==> src/sv/trb_enq_pkg.sv <==
// ----------------------------------------------------------------------------
// trb_enq_pkg
// Shared codes, constants and control structs for the TRB ring enqueue unit.
// ----------------------------------------------------------------------------
package trb_enq_pkg;

	localparam int unsigned SIZE_W     = 9;
	localparam int unsigned ADDR_W     = 64;
	localparam int unsigned DWORD_W    = 32;
	localparam int unsigned CFG_IDX_W  = 1;
	localparam int unsigned COUNT_W    = 9;

	localparam logic [SIZE_W-1:0]  MIN_SLOTS     = 9'd16;
	localparam logic [DWORD_W-1:0] LINK_DW3_BASE = (32'd6 << 10) | 32'd2;

	typedef enum logic [1:0] {
		KIND_ENQUEUE  = 2'd0,
		KIND_COMPLETE = 2'd1,
		KIND_START    = 2'd2,
		KIND_UNUSED   = 2'd3
	} kind_t;

	typedef enum logic [1:0] {
		STAT_OK          = 2'd0,
		STAT_FULL        = 2'd1,
		STAT_NOT_STARTED = 2'd2
	} status_t;

	typedef enum logic [1:0] {
		WK_NONE   = 2'd0,
		WK_ALL    = 2'd1,
		WK_DWORD3 = 2'd2
	} write_kind_t;

	typedef enum logic [CFG_IDX_W-1:0] {
		REG_RING_SIZE = 1'd0,
		REG_RING_BASE = 1'd1
	} cfg_reg_t;

	typedef struct packed {
		logic load_item;
		logic load_link;
	} enq_cmd_t;

	typedef struct packed {
		logic link_pend;
	} enq_stat_t;

endpackage

==> src/sv/trb_enq_ctrl.sv <==
// ----------------------------------------------------------------------------
// trb_enq_ctrl
// Handshake controller: accepts beats, sequences one or two result beats.
// ----------------------------------------------------------------------------
module trb_enq_ctrl (
	input  logic                   clk,
	input  logic                   arst_n,
	input  logic                   in_valid,
	output logic                   in_stall,
	output logic                   out_valid,
	input  logic                   out_stall,
	input  trb_enq_pkg::enq_stat_t dp_stat,
	output trb_enq_pkg::enq_cmd_t  dp_cmd
);
	import trb_enq_pkg::*;

	typedef enum logic [2:0] {
		ST_IDLE = 3'b001,
		ST_OUT1 = 3'b010,
		ST_OUT2 = 3'b100
	} state_t;

	state_t state_q;
	state_t state_nxt;
	logic   in_fire;
	logic   out_fire;

	assign out_valid = (state_q != ST_IDLE);
	assign out_fire  = out_valid & ~out_stall;
	assign in_stall  = ~((state_q == ST_IDLE) | (out_fire & ~dp_stat.link_pend));
	assign in_fire   = in_valid & ~in_stall;

	assign dp_cmd.load_item = in_fire;
	assign dp_cmd.load_link = out_fire & dp_stat.link_pend;

	always_comb begin
		state_nxt = state_q;
		if (in_fire) begin
			state_nxt = ST_OUT1;
		end else if (out_fire & dp_stat.link_pend) begin
			state_nxt = ST_OUT2;
		end else if (out_fire) begin
			state_nxt = ST_IDLE;
		end
	end

	always_ff @(posedge clk or negedge arst_n) begin
		if (!arst_n) begin
			state_q <= ST_IDLE;
		end else begin
			state_q <= state_nxt;
		end
	end

	a_fire_shows: assert property (@(posedge clk) disable iff (!arst_n)
		in_fire |=> out_valid && state_q == ST_OUT1)
		else $error("accepted beat not presented");

	a_out2_after_out1: assert property (@(posedge clk) disable iff (!arst_n)
		$rose(state_q == ST_OUT2) |-> $past(state_q == ST_OUT1))
		else $error("link beat without preceding slot beat");

	a_no_accept_on_link: assert property (@(posedge clk) disable iff (!arst_n)
		dp_stat.link_pend |-> in_stall)
		else $error("accept while link beat pending");

	a_idle_no_link: assert property (@(posedge clk) disable iff (!arst_n)
		(state_q == ST_IDLE) |-> !dp_stat.link_pend)
		else $error("link pending in idle");

endmodule

==> src/sv/trb_enq_dp.sv <==
// ----------------------------------------------------------------------------
// trb_enq_dp
// Ring state, config registers and result registers of the enqueue unit.
// ----------------------------------------------------------------------------
module trb_enq_dp #(
	parameter int unsigned MAX_SLOTS = 256
) (
	input  logic                                 clk,
	input  logic                                 arst_n,
	input  logic                                 cfg_we,
	input  logic [trb_enq_pkg::CFG_IDX_W-1:0]    cfg_index,
	input  logic [trb_enq_pkg::ADDR_W-1:0]       cfg_data,
	input  trb_enq_pkg::enq_cmd_t                dp_cmd,
	output trb_enq_pkg::enq_stat_t               dp_stat,
	input  logic [1:0]                           kind,
	input  logic [trb_enq_pkg::DWORD_W-1:0]      trb_word0,
	input  logic [trb_enq_pkg::DWORD_W-1:0]      trb_word1,
	input  logic [trb_enq_pkg::DWORD_W-1:0]      trb_word2,
	input  logic [trb_enq_pkg::DWORD_W-1:0]      trb_word3,
	input  logic [trb_enq_pkg::COUNT_W-1:0]      complete_count,
	output logic [1:0]                           status,
	output logic [1:0]                           write_kind,
	output logic [7:0]                           slot,
	output logic [trb_enq_pkg::ADDR_W-1:0]       trb_address,
	output logic [trb_enq_pkg::DWORD_W-1:0]      out_word0,
	output logic [trb_enq_pkg::DWORD_W-1:0]      out_word1,
	output logic [trb_enq_pkg::DWORD_W-1:0]      out_word2,
	output logic [trb_enq_pkg::DWORD_W-1:0]      out_word3,
	output logic [7:0]                           pending,
	output logic                                 last
);
	import trb_enq_pkg::*;

	localparam logic [31:0] MAX_SLOTS_L = 32'(MAX_SLOTS);

	// config
	logic [SIZE_W-1:0]  ring_size_q;
	logic [ADDR_W-1:0]  ring_base_q;

	// ring state
	logic [SIZE_W-1:0]  idx_q;
	logic               cycle_q;
	logic [COUNT_W-1:0] pend_q;
	logic               started_q;
	logic               link_pend_q;

	// result registers
	logic [1:0]         status_q;
	logic [1:0]         wk_q;
	logic [7:0]         slot_q;
	logic [ADDR_W-1:0]  addr_q;
	logic [DWORD_W-1:0] w0_q, w1_q, w2_q, w3_q;
	logic               last_q;

	logic [SIZE_W-1:0]  size;
	logic [SIZE_W-1:0]  link;
	logic [SIZE_W-1:0]  cur_slot;
	logic [SIZE_W-1:0]  next_slot;
	logic               wrap;

	logic [1:0]         n_status;
	logic [1:0]         n_wk;
	logic [SIZE_W-1:0]  n_slot;
	logic [DWORD_W-1:0] n_w0, n_w1, n_w2, n_w3;
	logic               n_last;
	logic [SIZE_W-1:0]  n_idx;
	logic               n_cycle;
	logic [COUNT_W-1:0] n_pend;
	logic               n_started;
	logic               n_link_pend;
	logic [ADDR_W-1:0]  n_addr;

	always_comb begin
		size = ring_size_q;
		if (ring_size_q < MIN_SLOTS) begin
			size = MIN_SLOTS;
		end
		if ({23'd0, ring_size_q} > MAX_SLOTS_L) begin
			size = MAX_SLOTS_L[SIZE_W-1:0];
		end
	end

	assign link      = size - 9'd1;
	assign cur_slot  = (idx_q >= link) ? '0 : idx_q;
	assign next_slot = cur_slot + 9'd1;
	assign wrap      = (next_slot >= link);

	always_comb begin
		n_status    = STAT_OK;
		n_wk        = WK_NONE;
		n_slot      = '0;
		n_w0        = '0;
		n_w1        = '0;
		n_w2        = '0;
		n_w3        = '0;
		n_last      = 1'b1;
		n_idx       = idx_q;
		n_cycle     = cycle_q;
		n_pend      = pend_q;
		n_started   = started_q;
		n_link_pend = 1'b0;
		case (kind)
			KIND_START: begin
				n_idx     = '0;
				n_cycle   = 1'b1;
				n_pend    = '0;
				n_started = 1'b1;
				n_wk      = WK_ALL;
				n_slot    = link;
				n_w0      = ring_base_q[31:0];
				n_w1      = ring_base_q[63:32];
				n_w3      = LINK_DW3_BASE | 32'd1;
			end
			KIND_COMPLETE: begin
				n_pend = (complete_count >= pend_q) ? '0 : pend_q - complete_count;
			end
			KIND_ENQUEUE: begin
				if (!started_q) begin
					n_status = STAT_NOT_STARTED;
				end else if (pend_q >= size - 9'd2) begin
					n_status = STAT_FULL;
				end else begin
					n_wk        = WK_ALL;
					n_slot      = cur_slot;
					n_w0        = trb_word0;
					n_w1        = trb_word1;
					n_w2        = trb_word2;
					n_w3        = {trb_word3[31:1], cycle_q};
					n_pend      = pend_q + 9'd1;
					n_last      = ~wrap;
					n_link_pend = wrap;
					n_idx       = wrap ? '0 : next_slot;
					n_cycle     = wrap ? ~cycle_q : cycle_q;
				end
			end
			default: begin
			end
		endcase
	end

	// one adder serves both the slot beat and the link rewrite beat
	always_comb begin
		if (dp_cmd.load_link) begin
			n_addr = ring_base_q + {51'd0, link, 4'd0};
		end else if (n_wk != WK_NONE) begin
			n_addr = ring_base_q + {51'd0, n_slot, 4'd0};
		end else begin
			n_addr = '0;
		end
	end

	always_ff @(posedge clk or negedge arst_n) begin
		if (!arst_n) begin
			ring_size_q <= 9'd256;
			ring_base_q <= '0;
			idx_q       <= '0;
			cycle_q     <= 1'b1;
			pend_q      <= '0;
			started_q   <= 1'b0;
			link_pend_q <= 1'b0;
		end else begin
			if (cfg_we) begin
				case (cfg_index)
					REG_RING_SIZE: ring_size_q <= cfg_data[SIZE_W-1:0];
					REG_RING_BASE: ring_base_q <= cfg_data;
					default: begin
					end
				endcase
			end
			if (dp_cmd.load_item) begin
				idx_q       <= n_idx;
				cycle_q     <= n_cycle;
				pend_q      <= n_pend;
				started_q   <= n_started;
				link_pend_q <= n_link_pend;
			end else if (dp_cmd.load_link) begin
				link_pend_q <= 1'b0;
			end
		end
	end

	always_ff @(posedge clk) begin
		if (dp_cmd.load_item) begin
			status_q <= n_status;
			wk_q     <= n_wk;
			slot_q   <= n_slot[7:0];
			addr_q   <= n_addr;
			w0_q     <= n_w0;
			w1_q     <= n_w1;
			w2_q     <= n_w2;
			w3_q     <= n_w3;
			last_q   <= n_last;
		end else if (dp_cmd.load_link) begin
			// cycle already toggled, link dword3 carries the cycle before the wrap
			status_q <= STAT_OK;
			wk_q     <= WK_DWORD3;
			slot_q   <= link[7:0];
			addr_q   <= n_addr;
			w0_q     <= '0;
			w1_q     <= '0;
			w2_q     <= '0;
			w3_q     <= LINK_DW3_BASE | {31'd0, ~cycle_q};
			last_q   <= 1'b1;
		end
	end

	assign dp_stat.link_pend = link_pend_q;

	assign status      = status_q;
	assign write_kind  = wk_q;
	assign slot        = slot_q;
	assign trb_address = addr_q;
	assign out_word0   = w0_q;
	assign out_word1   = w1_q;
	assign out_word2   = w2_q;
	assign out_word3   = w3_q;
	assign pending     = pend_q[7:0];
	assign last        = last_q;

	a_started_sticks: assert property (@(posedge clk) disable iff (!arst_n)
		started_q |=> started_q)
		else $error("started flag cleared");

	a_pend_bound: assert property (@(posedge clk) disable iff (!arst_n)
		dp_cmd.load_item && kind == KIND_ENQUEUE && n_wk == WK_ALL |-> pend_q < size - 9'd2)
		else $error("enqueue into full ring");

	a_wrap_resets_idx: assert property (@(posedge clk) disable iff (!arst_n)
		dp_cmd.load_item && n_link_pend |=> idx_q == '0 && cycle_q != $past(cycle_q))
		else $error("wrap did not rewind producer");

endmodule

==> src/sv/trb_producer_ring_enqueue_unit.sv <==
// ----------------------------------------------------------------------------
// trb_producer_ring_enqueue_unit
// Producer side of a TRB ring: start, enqueue with cycle bit and link rewrite,
// completion accounting.
//
//   channel  | handshake           | payload
//   ---------+---------------------+--------------------------------------------
//   in       | in_valid / in_stall | kind, trb_word0..3, complete_count
//   out      | out_valid/out_stall | status, write_kind, slot, trb_address,
//            |                     | out_word0..3, pending, last
//   cfg      | cfg_we              | cfg_index, cfg_data
//
// An accepted beat is registered and shown as a result beat the next cycle.
// A new beat is taken in the same cycle the last result beat leaves, so one
// item per cycle is sustained while out_stall is low; a wrapping enqueue
// adds the link TRB rewrite beat. The 64-bit slot address adder sets the path.
// Reset returns producer slot 0, cycle 1, nothing pending, ring not started.
// Output stall holds the result registers and stalls the input.
// ----------------------------------------------------------------------------
module trb_producer_ring_enqueue_unit #(
	parameter int unsigned MAX_SLOTS = 256
) (
	input  logic                                 clk,
	input  logic                                 arst_n,
	input  logic                                 cfg_we,
	input  logic [trb_enq_pkg::CFG_IDX_W-1:0]    cfg_index,
	input  logic [trb_enq_pkg::ADDR_W-1:0]       cfg_data,
	input  logic                                 in_valid,
	output logic                                 in_stall,
	input  logic [1:0]                           kind,
	input  logic [trb_enq_pkg::DWORD_W-1:0]      trb_word0,
	input  logic [trb_enq_pkg::DWORD_W-1:0]      trb_word1,
	input  logic [trb_enq_pkg::DWORD_W-1:0]      trb_word2,
	input  logic [trb_enq_pkg::DWORD_W-1:0]      trb_word3,
	input  logic [trb_enq_pkg::COUNT_W-1:0]      complete_count,
	output logic                                 out_valid,
	input  logic                                 out_stall,
	output logic [1:0]                           status,
	output logic [1:0]                           write_kind,
	output logic [7:0]                           slot,
	output logic [trb_enq_pkg::ADDR_W-1:0]       trb_address,
	output logic [trb_enq_pkg::DWORD_W-1:0]      out_word0,
	output logic [trb_enq_pkg::DWORD_W-1:0]      out_word1,
	output logic [trb_enq_pkg::DWORD_W-1:0]      out_word2,
	output logic [trb_enq_pkg::DWORD_W-1:0]      out_word3,
	output logic [7:0]                           pending,
	output logic                                 last
);
	import trb_enq_pkg::*;

	enq_cmd_t  dp_cmd;
	enq_stat_t dp_stat;

	trb_enq_ctrl u_ctrl (
		.clk       (clk),
		.arst_n    (arst_n),
		.in_valid  (in_valid),
		.in_stall  (in_stall),
		.out_valid (out_valid),
		.out_stall (out_stall),
		.dp_stat   (dp_stat),
		.dp_cmd    (dp_cmd)
	);

	trb_enq_dp #(
		.MAX_SLOTS (MAX_SLOTS)
	) u_dp (
		.clk            (clk),
		.arst_n         (arst_n),
		.cfg_we         (cfg_we),
		.cfg_index      (cfg_index),
		.cfg_data       (cfg_data),
		.dp_cmd         (dp_cmd),
		.dp_stat        (dp_stat),
		.kind           (kind),
		.trb_word0      (trb_word0),
		.trb_word1      (trb_word1),
		.trb_word2      (trb_word2),
		.trb_word3      (trb_word3),
		.complete_count (complete_count),
		.status         (status),
		.write_kind     (write_kind),
		.slot           (slot),
		.trb_address    (trb_address),
		.out_word0      (out_word0),
		.out_word1      (out_word1),
		.out_word2      (out_word2),
		.out_word3      (out_word3),
		.pending        (pending),
		.last           (last)
	);

endmodule

==> config.mk <==
export PLATFORM = sky130hd
export DESIGN_NAME = trb_producer_ring_enqueue_unit
export DESIGN_NICKNAME = d
export VERILOG_FILES = /design/src/sv/trb_enq_pkg.sv /design/src/sv/trb_enq_ctrl.sv /design/src/sv/trb_enq_dp.sv /design/src/sv/trb_producer_ring_enqueue_unit.sv
export SDC_FILE = /design/constraint.sdc
export NUM_CORES = 1
export LEC_CHECK = 0
export ABC_AREA = 1
export BUFFER_PORTS_ARGS = -buffer_cell sky130_fd_sc_hd__buf_2
export CAP_MARGIN = 15
export CORE_MARGIN = 2
export CORE_UTILIZATION = 25
export CTS_CLUSTER_SIZE = 20
export DETAILED_ROUTE_END_ITERATION = 8
export PLACE_DENSITY_LB_ADDON = 0.25
export SLEW_MARGIN = 20
export SYNTH_ARGS = -nofsm -noshare
export SYNTH_HDL_FRONTEND = slang
export SYNTH_HIERARCHICAL = 1
export SYNTH_SLANG_ARGS = --single-unit
==> constraint.sdc <==
create_clock -name clk -period 6.6 [get_ports clk]
set_input_delay 0.99 -clock clk [delete_from_list [all_inputs] [get_ports clk]]
set_output_delay 0.99 -clock clk [all_outputs]
set_load 0.03 [all_outputs]
==> flow_summary.yaml <==
outcome:
  status: "completed"
synthesis:
  synth_flop_cell: "edfxtp_1"
  syn-instance-count: 2026
  synthDistinctLibCells: 55
  synth_edf_count: 205
  synth.avg_cell_area_um2: 8.43
  synthArstFlopShare_pct: 32.1
  ys_warn_count: 6
  synth-seq-area-share_pct: 50.3
  synth_seq_cells: 302
  syn_nets: 2291
  synth_area_um2: 17100
final_layout:
  fin_cells: 3382
  nNetsFinal: 2740
  drive_gt1_share_pct: 24.6
  fin_util_pct: 32.4
  fill_cells: 7168
  area_growth_pct: 27.7
detailed_routing:
  drt-initial-drc-count: 1203
  route.vias.total: 15800
  ant_nets: 0
  drc: 0
  firstDrtPassIters: 7
  routed_via_density: 4.66
  post_drt_wl_per_cell_um: 19.7
  drt_wl_total_um: 66600
sta:
  setup_violations: 0
  fmax_mhz: 164
  setup-tns-final_ns: 0
  hold-worst-slack_ns: 0.478
  worst_clock_skew_ns: 0.0366
  worst_pin_slew_ns: 0.906
  min_period_ns: 6.10
  slew_headroom_pct: 39.1
  post-route-period-util_pct: 92.4
  hold_viol: 0
  drv_slew: 0
critical_path:
  crit_arrival_ns: 6.37
  max_stage_delay_ns: 0.45
  crit_path_top_delay_cell: "dfrtp_1"
  path_max_fanout: 6
  cp_top_family: "compound AO/OA/AOI/OAI gates"
  crit_required_ns: 6.88
  critPathKind: "reg2reg"
  crit_buf_inv: 7
  crit_top_cell: "nor2_1"
  worst_setup_path_end_kind: "flip-flop"
  cp-start-kind: "flip-flop"
clock_tree:
  clockBufferDepth: 3
  insertion_delay_ns: 0.57
  cts_sinks: 302
  ctsHoldBuffers: 0
  clock-root-buffer: "clkbuf_16"
  cts_buffers: 40
  path_clk_slew_ns: 0.06
  tritoncts: "yes"
  cts_max_level: 2
grt:
  grt.overflow.total: 0
  met3_usage_pct: 3.45
  grt_busiest_layer: "met2"
  grt_pass1_vias: 15800
  antenna_found_initial: 6
  grt_first_pass_wirelength_um: 98800
  grt_util_met1_pct: 25.0
  grt_max_degree: 96
  use_met2_pct: 30.4
  track_usage_pct: 18.4
power_and_ir_drop:
  power_density_nw_per_um2: 307
  total_power_mw: 6.70
  p_leak_nw: 9.68
  peakVddDrop_mv: 0.148
placed_design:
  hpwl_um: 50800
  place_congestion: 0.913
  io_buffer_count: 422
  place_inst: 3304
die:
  start_util_pct: 25.3
  coreArea_um2: 67400
  die_y_um: 265
  die_x_um: 265
  rows: 95
  die_area_um2: 70400
  design.portCount: 424
flow_run:
  max-cap-violations: 0
worst_hold_path:
  hold_path_class: "reg2reg"
-- layout make-up --
cell class	instances	area, um^2	share of cell area, %
Sequential cell	302	8590	39.4
Multi-Input combinational cell	1371	7150	32.8
Timing Repair Buffer	484	2580	11.8
Clock buffer	55	1170	5.37
Tap cell	873	1090	5.01
Inverter	276	1040	4.75
Clock inverter	19	193	0.883
Antenna cell	2	5.00	0.0229
-- state kept, by name, summed over array words and instances (netlist names) --
register	flops
u_dp/out_word0	32
u_dp/out_word2	32
u_dp/ring_base_q	64
u_dp/slot	8
u_dp/status	2
u_dp/started_q	1
u_dp/out_word3	32
u_dp/cycle_q	1
u_dp/dp_stat	1
u_dp/pend_q	9
u_dp/out_word1	32
u_dp/ring_size_q	9
u_ctrl/state_q	3
u_dp/last	1
u_dp/trb_address	64
u_dp/write_kind	2
u_dp/idx_q	9
-- stage by stage --
step,cell area [um^2],setup slack [ns]
6_report,21800,0.504
4_1_cts,21800,0.176
5_1_grt,21800,-0.00228
3_3_place_gp,20400,0.316
3_5_place_dp,20400,0.200
2_1_floorplan,17100,0.656
-- worst min-delay path, cell delays in order (launching register included) --
cell and delay, ns:
dfstp_2 0.38, nand2_1 0.06, nand2_1 0.04
-- where the power goes --
group / switching [mW] / leakage [nW] / internal, mW
logic: 1.34 / 5.88 / 0.600
clock network: 0.891 / 0.665 / 1.36
registers: 0.194 / 3.14 / 2.31
-- Yosys cell counts (all sizes together), types with 2 or more instances --
library cell / number / share of area, %
inv: 270 / 5.9
nand2: 440 / 9.8
nor2: 265 / 6.1
a31oi: 7 / 0.26
dfrtp: 94 / 14
nand3: 77 / 2.5
xor2: 63 / 3.2
a22oi: 4 / 0.18
nand4: 16 / 0.62
o32ai: 6 / 0.31
or2: 3 / 0.11
ha: 53 / 3.9
nor3b: 4 / 0.18
a21boi: 2 / 0.088
o21ai: 121 / 3.7
clkbuf: 60 / 1.5
nor4: 21 / 0.77
mux2: 7 / 0.46
xnor2: 10 / 0.51
buf: 17 / 0.64
clkinv: 6 / 0.13
o22ai: 44 / 1.6
nor3: 44 / 1.3
dfstp: 3 / 0.46
a21oi: 165 / 4.9
edfxtp: 205 / 36
o31ai: 3 / 0.16
a21o: 4 / 0.18
fa: 3 / 0.35
-- timing repair --
action                     in CTS  in global routing
hold endpoints to repair        0                  0
setup buffers                   0                  2
gates resized for setup         0                  9
setup endpoints to repair       0                 36
-- cells in the final DEF (no fill, tap or decap), types with 6 or more instances in the layout --
cell type    n
mux2_2       7
o21ai_0    104
nand3_2      6
clkinv_1     8
nand2_2     10
nor4_1      21
dfrtp_1     94
o32ai_1      6
edfxtp_1   205
nand4_1     15
a31oi_1      7
nor2_1     252
nand3_1     70
o22ai_1     44
o21ai_1     12
clkbuf_16   43
a21oi_1    163
clkinv_2     7
buf_4       63
nor2_2      10
ha_1        51
xor2_1      63
inv_1      259
nor3_1      42
xnor2_1     10
clkbuf_1     7
nand2_1    428
inv_2       12
buf_2      421
-- path summary, 6_finish.rpt --
| check | start | to | slack, ns | depth (start not counted) |
|---|---|---|---|---|
| max in group asynchronous | arst_n | u_dp/idx_q[2]$_DFFE_PN0P_ | 4.87 | 2 |
| min in group asynchronous | arst_n | u_dp/ring_base_q[41]$_DFFE_PN0P_ | 0.53 | 1 |
| max | u_dp/ring_size_q[5]$_DFFE_PN0P_ | u_dp/trb_address[54]$_DFFE_PP_ | 0.50 | 35 |
| min reg2reg | u_dp/cycle_q$_DFFE_PN1P_ | u_dp/cycle_q$_DFFE_PN1P_ | 0.48 | 2 |
| min | u_dp/cycle_q$_DFFE_PN1P_ | u_dp/cycle_q$_DFFE_PN1P_ | 0.48 | 2 |
| max reg2reg | u_dp/ring_size_q[5]$_DFFE_PN0P_ | u_dp/trb_address[54]$_DFFE_PP_ | 0.50 | 35 |
-- kinds of logic after synthesis --
family	count (synthesis)	synth area share, %
other	1	0.0220
adder cells (fa/ha/maj)	56	4.23
buffers and inverters	353	8.20
flip-flops	302	50.3
AND/OR/NAND/NOR	872	21.4
XOR/XNOR	73	3.74
AO/OA/AOI/OAI	362	11.6
multiplexers	7	0.462
-- per-layer routing --
layer / wire (um) / vias up
li1: - / 7643
met1: 29900 / 7567
met2: 31100 / 467
met3: 4130 / 90
met4: 1430 / 8
met5: 44 / -
(Power assumes the default switching activity.)
